$ cat src/rtl/bmp_fifo.sv
// Small synchronous queue with empty flag and fill count.
// Stand-alone; used between the front and back parts and at the result port.
`default_nettype none

module bmp_fifo #(
  parameter int WIDTH = 32,
  parameter int DEPTH = 4
) (
  input  wire                          clk_i,
  input  wire                          rst_ni,
  input  wire                          push_i,
  input  wire  [WIDTH-1:0]             wdata_i,
  input  wire                          pop_i,
  output logic [WIDTH-1:0]             rdata_o,
  output logic                         empty_o,
  output logic [$clog2(DEPTH+1)-1:0]   count_o
);

  localparam int PW = $clog2(DEPTH);
  localparam int CW = $clog2(DEPTH+1);

  logic [WIDTH-1:0] mem_q [DEPTH];
  logic [PW-1:0]    wptr_q, wptr_d;
  logic [PW-1:0]    rptr_q, rptr_d;
  logic [CW-1:0]    count_q, count_d;
  logic             is_full;
  logic             do_push, do_pop;

  assign is_full = (count_q == CW'(DEPTH));
  assign empty_o = (count_q == '0);
  assign count_o = count_q;
  assign rdata_o = mem_q[rptr_q];

  assign do_push = push_i && !is_full;
  assign do_pop  = pop_i && !empty_o;

  // Pointer and count update.
  always_comb begin
    wptr_d  = wptr_q;
    rptr_d  = rptr_q;
    count_d = count_q;
    if (do_push) begin
      wptr_d = (wptr_q == PW'(DEPTH-1)) ? '0 : wptr_q + PW'(1);
    end
    if (do_pop) begin
      rptr_d = (rptr_q == PW'(DEPTH-1)) ? '0 : rptr_q + PW'(1);
    end
    if (do_push && !do_pop) begin
      count_d = count_q + CW'(1);
    end else if (do_pop && !do_push) begin
      count_d = count_q - CW'(1);
    end
  end

  always_ff @(posedge clk_i or negedge rst_ni) begin
    if (!rst_ni) begin
      wptr_q  <= '0;
      rptr_q  <= '0;
      count_q <= '0;
    end else begin
      wptr_q  <= wptr_d;
      rptr_q  <= rptr_d;
      count_q <= count_d;
    end
  end

  // Entry storage.
  always_ff @(posedge clk_i) begin
    if (do_push) begin
      mem_q[wptr_q] <= wdata_i;
    end
  end

endmodule

`default_nettype wire

$ cat config.mk
export PLATFORM = sky130hd
export DESIGN_NAME = bmp_fifo
export DESIGN_NICKNAME = d
export VERILOG_FILES = /design/src/rtl/bmp_fifo.sv
export SDC_FILE = /design/constraint.sdc
export NUM_CORES = 1
export LEC_CHECK = 0
export BUFFER_PORTS_ARGS = -buffer_cell sky130_fd_sc_hd__buf_2
export CAP_MARGIN = 0
export CORE_AREA = 3 3 100 102
export DETAILED_ROUTE_END_ITERATION = 8
export DIE_AREA = 0 0 103 105
export GPL_TIMING_DRIVEN = 0
export PLACE_DENSITY = 0.81
export SYNTH_ARGS = -nofsm -noshare
export SYNTH_HDL_FRONTEND = slang
export SYNTH_SLANG_ARGS = --single-unit
$ cat constraint.sdc
create_clock -name clk_i -period 3.3 [get_ports clk_i]
set_input_delay 0.33 -clock clk_i [delete_from_list [all_inputs] [get_ports clk_i]]
set_output_delay 0.33 -clock clk_i [all_outputs]
set_load 0.03 [all_outputs]
==> summary by stage <==
Die
In this run the core area contains 35 standard-cell rows. 72 I/O pins were placed. The initial utilization of the core area, before any placement, comes to 55.7%. The area of the core is 0.00920 mm2. The floorplan die area is 0.0108 mm2. The x dimension of the die is 103 um. The vertical die dimension is 105 um.

Worst setup path
The largest single stage delay on the critical path is 0.37 ns. The dominant cell type by count on the critical path is sky130_fd_sc_hd__buf_2. For the worst setup path, the data arrival time is 2.04 ns.

The data required time of the worst path is 2.97 ns. For this design, the slowest cell found on the critical path is sky130_fd_sc_hd__buf_2. The most critical setup path has its endpoint at rdata_o[19]. By startpoint and endpoint, the worst setup path is classified as reg2out.

The endpoint of the lowest-slack register-to-register path is mem_q[2][8]. The number of cells on the worst reg-to-reg path is 3. The internal reg-to-reg setup slack is 1.25 ns. STA classifies the critical path startpoint as a register. In this run the critical register-to-register path is launched from count_o[0]. The first element of the critical path is rptr_q[1].

In this run the worst path has a maximum fanout of 10. STA classifies the critical path endpoint as an output port. The critical path goes through clkbuf_1, buf_2, mux4_2, buf_2.

Power and ir drop
The leakage power is 0.00224 uW. The worst voltage drop across the vdd grid is 0.611 mV. The total power of the final layout is 6380 uW.

Power spread over the standard cell area amounts to 1020 mW/mm2.

Synthesis
The number of standard cells after synthesis is 205. Summing the sequential cell areas from Yosys gives 78.5% of the chip area. Ranked by total cell area, the synthesized netlist is headed by sky130_fd_sc_hd__edfxtp_1, sky130_fd_sc_hd__mux4_2, sky130_fd_sc_hd__dfrtp_1. The synthesized netlist occupies a cell area of 0.00512 mm2. For this run, the number of Yosys warnings is 0. The mean area per synthesized cell is 25.0 um2. The synthesized design devotes to its leading area cell type 75.1% of total area. The register bit total from synthesis is 135. The unique cell type count in the Yosys netlist is 23.

When the netlist entered floorplanning its net count stood at 248. Of all cell types, the one taking the most synthesized area is sky130_fd_sc_hd__edfxtp_1.

Place
Prior to clock tree synthesis, the placed netlist has a worst setup slack of 1.22 ns. At the end of routability-driven placement, the weighted congestion stood at 0.682. The placed cell count is 388. The count of buffers inserted at the top-level ports is 71. The half-perimeter wire length of the detailed placement result is 4970 um.

Worst hold path
The class of the most critical hold timing path is in2reg. Counting instances, the worst hold path has a depth of 1.

Global routing
Global routing used 16.9% of the available tracks. The global-route wire length before repair is 13100 um. The remaining global-route overflow is 0.

The number of antenna violations at the first check in global routing is 0. The via count of the first global-routing pass is 2522. Entering global routing, the biggest net connects 33 pins.

Timing
The final critical path time including I/O delays and setup is 2.37 ns. The number of pins with negative max-slew slack in the final report was 0. The relative max-transition margin is 41.2%. Setup violations remaining at the end of the flow were counted as 0. After layout, the worst setup slack is 0.934 ns. The number of hold violations in the final report was 0. Timing would allow up to 423 MHz.

The share of the clock period used by the worst path is 71.7%. The setup TNS after final layout is 0 ns. The setup skew after layout is 0.00824 ns. The pin slew with the least headroom to its limit is 0.883 ns. Setup repair after global routing left no endpoint under its margin.

Detailed routing
The count of nets left with antenna violations once routing finished came out at 0. The routed length per instance is 19.6 um. The detailed-route via count is 2307. The post-detailed-routing wire length is 8250 um.

The iteration-0 DRC count of the detailed router is 109. After detailed routing, the number of vias per cell comes to 5.48. The first TritonRoute pass finished after 4 iterations. The number of remaining DRC errors is 0.

CTS
The TritonCTS clock tree is built. CTS built an H-tree with a depth of 4. CTS saw 135 sinks. The cell chosen for the clock root is sky130_fd_sc_hd__clkbuf_8. The number of clock buffers added by TritonCTS is 17. For the worst-skew pair, the clock arrives at the later sink with an insertion delay of 0.50 ns. The register clock-pin slew on the reported worst setup and hold paths is 0.06 ns. The post-CTS setup repair buffer count is 0. The number of buffers on the longest clock path is 2.

Job
Max-cap violations in this run came to 0.

Run status
The run finished with clean final reports.

Layout
Leaving out filler cells and counting taps, the final layout contains 421. Cells with a size suffix above 1 make up 47.1% of the layout. The number of inserted filler cells in the final layout is 585. Relative to the synthesized area, the layout overhead comes to 22.4%. In the final design database the tool counted 340 nets. The antenna diode instance count is 0.
sequential cells by signal (all words and copies together) (netlist names):
name,cells
wptr_q,2
rptr_q,2
mem_q,128
count_o,3
per-layer routing:
metal	vias up	wire, um	global-route usage, %
met5	-	0	0
met4	0	148	6.57
met3	12	427	5.74
met2	73	4290	27.6
met1	1171	3390	20.7
li1	1051	-	-
worst max-delay path, delay by kind of cell (launching register included):
kind,cells,cell delay (ns)
buf+inv,3,0.83
mux,1,0.37
flops,1,0.34
how the worst min path moves through the flow:
stage | start | end | slack (ns)
finish | wdata_i[31] | mem_q[3][31] | 0.04
CTS | wdata_i[22] | mem_q[2][22] | 0.02
global route | wdata_i[13] | mem_q[3][13] | 0.01
detailed placement | rst_ni | count_o[2] | 0.18
floorplan | rst_ni | count_o[0] | 0.03
global placement | rst_ni | count_o[2] | 0.17
stage by stage:
step / cell area, um2 / util (%) / hold WS [ns]
after floorplan: 5120 / - / 0.0344
after CTS: 6270 / 68.2 / 0.0184
after detailed placement: 5660 / 61.5 / 0.176
after global routing: 6270 / 68.2 / 0.0147
after global placement: 5620 / 61.1 / 0.170
final: 6270 / 68.2 / 0.0435
cells in the final DEF, fill, tap and decap left out, drive strengths merged, types with 2 or more instances in the layout:
master    count
ha            6
edfxtp      128
xor2          2
mux4         32
clkbuf       20
clkinvlp      2
nor2          3
dfrtp         7
nor3          2
clkinv        6
mux2          4
inv           4
buf          79
and2          3
bufinv        4
kinds of logic (layout without fill, tap and decap cells):
| group | count (synthesis) | after routing | synth area share (%) |
|---|---|---|---|
| adder cells (fa/ha/maj) | 7 | 7 | 1.86 |
| XOR/XNOR | 3 | 3 | 0.513 |
| AND/OR/NAND/NOR | 9 | 9 | 0.904 |
| multiplexers | 36 | 36 | 15.2 |
| AO/OA/AOI/OAI | 4 | 4 | 1.03 |
| flip-flops | 135 | 135 | 78.5 |
| buffers and inverters | 11 | 116 | 1.98 |
cells in the mapped netlist (all sizes together):
master and number:
o31ai 1, mux4 32, a21o 1, mux2 4
ha 6, a21boi 1, nand2 1, xor2 2
edfxtp 128, a21oi 1, nor3 2, buf 7
nor2 3, xnor2 1, inv 3, clkbuf 1
and2 3, dfrtp 7, fa 1
cell type report:
class	instances	area, um2	share of cell area (%)
repair buffers	73	393	6.27
inverters	3	11.3	0.180
plain buffers	8	90.1	1.44
multi-input cells	59	1020	16.2
clock buffers	19	422	6.73
flip-flops and latches	135	4020	64.1
clock inverters	13	179	2.85
well taps	111	139	2.22
power breakdown:
group	internal (uW)	switching [uW]	total, uW
Combinational	820	1280	2100
Sequential	2280	134	2410
Clock	1220	650	1870
Total	4320	2060	6380
repair_timing:
action | CTS | global route
hold buffers | 1 | 0
endpoints found under the hold margin | 7 | 0
gates resized for setup | 0 | 0
setup endpoints to repair | 0 | 0
Note: power is estimated with default switching activity, not from simulation.
