===== src/rtl/bmp_pkg.sv =====
// Shared types and constants of the mosaic pixelation block.
// Used by the front and back parts, the top level and the checker; depends on nothing else.
`default_nettype none

package bmp_pkg;

  // Width of one ARGB pixel.
  localparam int PIXEL_W = 32;

  // Queue depths between the front part, the back part and the result port.
  localparam int MID_DEPTH = 2;
  localparam int OUT_DEPTH = 4;

  // Configuration register reset values.
  localparam logic [6:0]  BLOCK_SIZE_RESET  = 7'd8;
  localparam logic [11:0] IMAGE_WIDTH_RESET = 12'd640;

  // Register indexes, taken from byte address bit 2.
  localparam logic REG_BLOCK_SIZE  = 1'b0;
  localparam logic REG_IMAGE_WIDTH = 1'b1;

  // What the back part does with one pixel.
  typedef enum logic [1:0] {
    KIND_HEAD,    // top-left pixel of a block: capture and store its color
    KIND_FOLLOW,  // rest of a block's first row: use the held color
    KIND_READ     // later rows of a block: fetch the color from the line store
  } kind_e;

  // Raw configuration register contents.
  typedef struct packed {
    logic [6:0]  block_size;
    logic [11:0] image_width;
  } cfg_t;

endpackage

`default_nettype wire


===== src/rtl/bmp_front.sv =====
// Front part: raster position counters and per-pixel classification.
// Depends on bmp_pkg for the kind codes and the configuration struct.
`default_nettype none

module bmp_front #(
  parameter int MAX_WIDTH = 2048,
  parameter int MAX_BLOCK = 64
) (
  input  wire                 clk_i,
  input  wire                 rst_ni,
  input  bmp_pkg::cfg_t       cfg_i,
  input  wire                 accept_i,
  input  wire  [31:0]         pixel_color_i,
  input  wire                 frame_start_i,
  output logic [$bits(bmp_pkg::kind_e)+$clog2(MAX_WIDTH)+bmp_pkg::PIXEL_W-1:0] entry_o
);

  import bmp_pkg::*;

  localparam int CW   = $clog2(MAX_WIDTH);
  localparam int WW   = $clog2(MAX_WIDTH+1);
  localparam int EXTW = (WW > 12) ? WW : 12;
  localparam int OW   = $clog2(MAX_BLOCK);
  localparam int BW   = $clog2(MAX_BLOCK+1);
  localparam int EXTB = (BW > 7) ? BW : 7;

  logic [CW-1:0]   col_q, col_d, col_c;
  logic [CW-1:0]   idx_q, idx_d, idx_c;
  logic [OW-1:0]   offx_q, offx_d, offx_c;
  logic [OW-1:0]   offy_q, offy_d, offy_c;
  logic [EXTW-1:0] width_ext, eff_w;
  logic [EXTB-1:0] bs_ext, eff_bs;
  kind_e           kind;

  // Effective block size and line width after clamping.
  always_comb begin
    bs_ext = EXTB'(cfg_i.block_size);
    if (bs_ext == '0) begin
      eff_bs = EXTB'(1);
    end else if (bs_ext > EXTB'(MAX_BLOCK)) begin
      eff_bs = EXTB'(MAX_BLOCK);
    end else begin
      eff_bs = bs_ext;
    end
    width_ext = EXTW'(cfg_i.image_width);
    if (width_ext == '0) begin
      eff_w = EXTW'(1);
    end else if (width_ext > EXTW'(MAX_WIDTH)) begin
      eff_w = EXTW'(MAX_WIDTH);
    end else begin
      eff_w = width_ext;
    end
  end

  // A frame-start mark clears the counters before this pixel is used.
  assign col_c  = frame_start_i ? '0 : col_q;
  assign idx_c  = frame_start_i ? '0 : idx_q;
  assign offx_c = frame_start_i ? '0 : offx_q;
  assign offy_c = frame_start_i ? '0 : offy_q;

  // Classify the pixel by its place in the block.
  always_comb begin
    if (offy_c != '0) begin
      kind = KIND_READ;
    end else if (offx_c == '0) begin
      kind = KIND_HEAD;
    end else begin
      kind = KIND_FOLLOW;
    end
  end

  assign entry_o = {kind, idx_c, pixel_color_i};

  // Advance the raster position after each accepted pixel.
  always_comb begin
    col_d  = col_q;
    idx_d  = idx_q;
    offx_d = offx_q;
    offy_d = offy_q;
    if (accept_i) begin
      if ((EXTW'(col_c) + EXTW'(1)) >= eff_w) begin
        col_d  = '0;
        offx_d = '0;
        idx_d  = '0;
        if ((EXTB'(offy_c) + EXTB'(1)) >= eff_bs) begin
          offy_d = '0;
        end else begin
          offy_d = offy_c + OW'(1);
        end
      end else begin
        col_d  = col_c + CW'(1);
        offy_d = offy_c;
        if ((EXTB'(offx_c) + EXTB'(1)) >= eff_bs) begin
          offx_d = '0;
          idx_d  = idx_c + CW'(1);
        end else begin
          offx_d = offx_c + OW'(1);
          idx_d  = idx_c;
        end
      end
    end
  end

  always_ff @(posedge clk_i or negedge rst_ni) begin
    if (!rst_ni) begin
      col_q  <= '0;
      idx_q  <= '0;
      offx_q <= '0;
      offy_q <= '0;
    end else begin
      col_q  <= col_d;
      idx_q  <= idx_d;
      offx_q <= offx_d;
      offy_q <= offy_d;
    end
  end

endmodule

`default_nettype wire


===== config.mk =====
export PLATFORM = sky130hd
export DESIGN_NAME = bmp_front
export DESIGN_NICKNAME = d
export VERILOG_FILES = /design/src/rtl/bmp_pkg.sv /design/src/rtl/bmp_front.sv
export SDC_FILE = /design/constraint.sdc
export NUM_CORES = 1
export LEC_CHECK = 0
export BUFFER_PORTS_ARGS = -buffer_cell sky130_fd_sc_hd__buf_2
export CAP_MARGIN = 40
export CORE_MARGIN = 5
export CORE_UTILIZATION = 40
export CTS_CLUSTER_SIZE = 12
export DETAILED_ROUTE_END_ITERATION = 6
export PLACE_DENSITY = 0.73
export SLEW_MARGIN = 15
export SYNTH_ARGS = -nofsm -noshare
export SYNTH_HDL_FRONTEND = slang
export SYNTH_SLANG_ARGS = --single-unit

===== constraint.sdc =====
create_clock -name clk_i -period 3.45 [get_ports clk_i]
set_input_delay 0.5175 -clock clk_i [delete_from_list [all_inputs] [get_ports clk_i]]
set_output_delay 0.5175 -clock clk_i [all_outputs]
set_load 0.01 [all_outputs]

==> flow_summary.json <==
{
  "status": "completed",
  "cp_slowest_stage_delay_ns": 0.40,
  "ant_nets": 0,
  "async_flop_share_pct": 100,
  "portBuffers": 35,
  "slowest_stage": "dfrtp_1",
  "mostFrequentLayoutCells": "nand2_1, buf_2, dfrtp_1, ha_1, nor2_1",
  "dp_hpwl_microns": 5180,
  "grt_max_degree": 35,
  "row_count": 32,
  "max_freq_ghz": 0.319,
  "clockRootBuffer": "clkbuf_8",
  "grt_use_total_pct": 14.1,
  "slew_headroom_pct": 64.5,
  "ys_dominant_reg_cell": "dfrtp_1",
  "leakage_nw": 1.53,
  "synth_edf_count": 0,
  "cts_buffers": 5,
  "vdd_drop_max_uv": 136,
  "setup_violations": 0,
  "synth_area_per_cell_sq_um": 8.38,
  "drt_pre_antenna_iters": 4,
  "routed_wl_microns": 6790,
  "ys_ff_latch": 34,
  "path_buf_inv": 1,
  "final_common_cell": "nand2_1",
  "die_x_microns": 98.4,
  "viasPerCell": 5.37,
  "cts.clk_slew.worst_paths_ns": 0.07,
  "cts_resized": 0,
  "finalCritPeriodShare_pct": 90.8,
  "synth_nets": 460,
  "antenna_cells": 0,
  "drt_iter0_drc": 217,
  "start_kind": "register",
  "path_cells": "nor2b_1 -> ha_1 -> and3_1 -> nand4_1 -> nor2_1 -> xnor2_1 -> nor2_1 -> ha_1 -> a21o_1 -> a21o_1 -> a21oi_2 -> o21ai_2 -> buf_4 -> or2_1 -> o2bb2ai_1",
  "drive_above_1_share_pct": 15.9,
  "clk_latency_ns": 0.28,
  "p_total_mw": 1.00,
  "end_kind": "register",
  "max_cap_viol_count": 0,
  "tightestPinTransition_ns": 0.532,
  "synth_top_area_cell": "dfrtp_1",
  "h-tree-depth": 2,
  "synthesis.area_sq_um": 3130,
  "cts.sinks": 34,
  "antenna_found_initial": 0,
  "pre_cts_slack_ns": 0.0867,
  "postSynthCellCount": 373,
  "path_max_fanout": 15,
  "finalMaxSlewViolations": 0,
  "cts_tree": "done",
  "initial_core_util_pct": 40.7,
  "nets": 464,
  "grt_pass1_wl_microns": 11500,
  "grt_pass1_vias": 2546,
  "cts_setup_buffers": 0,
  "powerDensity_nw_per_um2": 302,
  "design_area_sq_um": 3320,
  "synth_top_area_share_pct": 27.2,
  "die-area_sq_um": 9680,
  "hold_buffers": 0,
  "cp.arrival_ns": 3.33,
  "worst_hold_slack_ns": 0.144,
  "dr_total_vias": 2576,
  "fin_crit_ns": 3.13,
  "rsz0062_at_grt": "no",
  "finClkSkew_ns": 0.00274,
  "area_growth_pct": 6.12,
  "cts_buffer_depth": 2,
  "core-area_sq_um": 7690,
  "hold_class": "in2async",
  "cp_top_family": "simple AND/OR/NAND/NOR gates",
  "ioPinCount": 100,
  "synth_area_leaders": "dfrtp_1, ha_1, buf_4",
  "wl_per_cell_microns": 14.1,
  "yosysWarnings": 0,
  "worst_slack_ns": 0.318,
  "placed_cell_area_sq_um": 3200,
  "hold_viol": 0,
  "ys_types": 53,
  "tns_ns": 0,
  "yosysSeqAreaShare_pct": 27.2,
  "crit_type": "reg2reg",
  "chipHeight_microns": 98.4,
  "gr-total-overflow": 0,
  "gp_congestion": 0.825,
  "crit_required_ns": 3.65,
  "drc": 0
}
-- layout make-up --
cell class / count / area, sq um
repair buffers: 46 / 290
well taps: 102 / 128
clock inverters: 1 / 5.00
fillers: 751 / 4370
clock buffers: 7 / 86.3
multi-input cells: 278 / 1910
flip-flops and latches: 34 / 851
inverters: 12 / 45.0
-- routing by layer --
metal / part of all wire [%] / track usage [%]
met5: 0 / 0
met4: 0.88 / 4.73
met3: 4.3 / 2.93
met2: 51 / 24.8
met1: 44 / 17.2
-- cell families (layout without fill, tap and decap cells) --
logic type,after synthesis,in the layout,synth area share (%)
flops,34,34,27.2
fa+ha+maj,32,32,12.8
compound gates,72,72,18.0
buf+inv,61,66,11.6
mux,6,6,1.92
simple gates,150,150,23.4
xor+xnor,18,18,5.04
-- flip-flops by register name, summed over array words and instances (netlist names) --
register	cells
col_q	11
idx_q	11
offx_q	6
offy_q	6
-- report_power, final --
part	switching, mW	leakage (nW)	internal, mW
combinational	0.140	1.02	0.107
clock	0.139	0.0482	0.161
sequential	0.0300	0.464	0.425
total	0.309	1.53	0.694
-- synthesized netlist by cell type, drive strengths merged, types with 2 or more instances --
master,n
nand2,53
buf,41
dfrtp,34
ha,32
nor2,29
nor2b,20
o2bb2ai,17
nand3,14
a21oi,12
inv,12
xnor2,11
o21ai,9
clkbuf,8
xor2,7
and3,6
mux2i,6
nand4,6
a22o,5
nor4,5
a21o,4
nor3,4
o31a,4
a211oi,3
nand2b,3
nor3b,3
o21a,3
o41ai,3
a31oi,2
a41oi,2
and4,2
-- path summary, 6_finish.rpt --
path | slack (ns) | depth (start not counted) | to | from
setup / recovery | 0.32 | 15 | offx_q[5] | col_q[0]
hold / removal | 0.14 | 1 | idx_q[9] | rst_ni
setup reg to reg | 0.32 | 15 | offx_q[5] | col_q[0]
hold reg to reg | 0.46 | 1 | idx_q[10] | idx_q[10]
max in group asynchronous | 2.88 | 2 | col_q[5] | rst_ni
min in group clk_i | 0.46 | 1 | idx_q[10] | idx_q[10]
-- per-stage QoR --
step	utilization [%]	cells
after floorplan	-	373
final	43.1	480
after global routing	43.1	480
after detailed placement	41.6	471
after CTS	42.8	479
after global placement	41.6	471
Power figures use the tool's default switching activity.
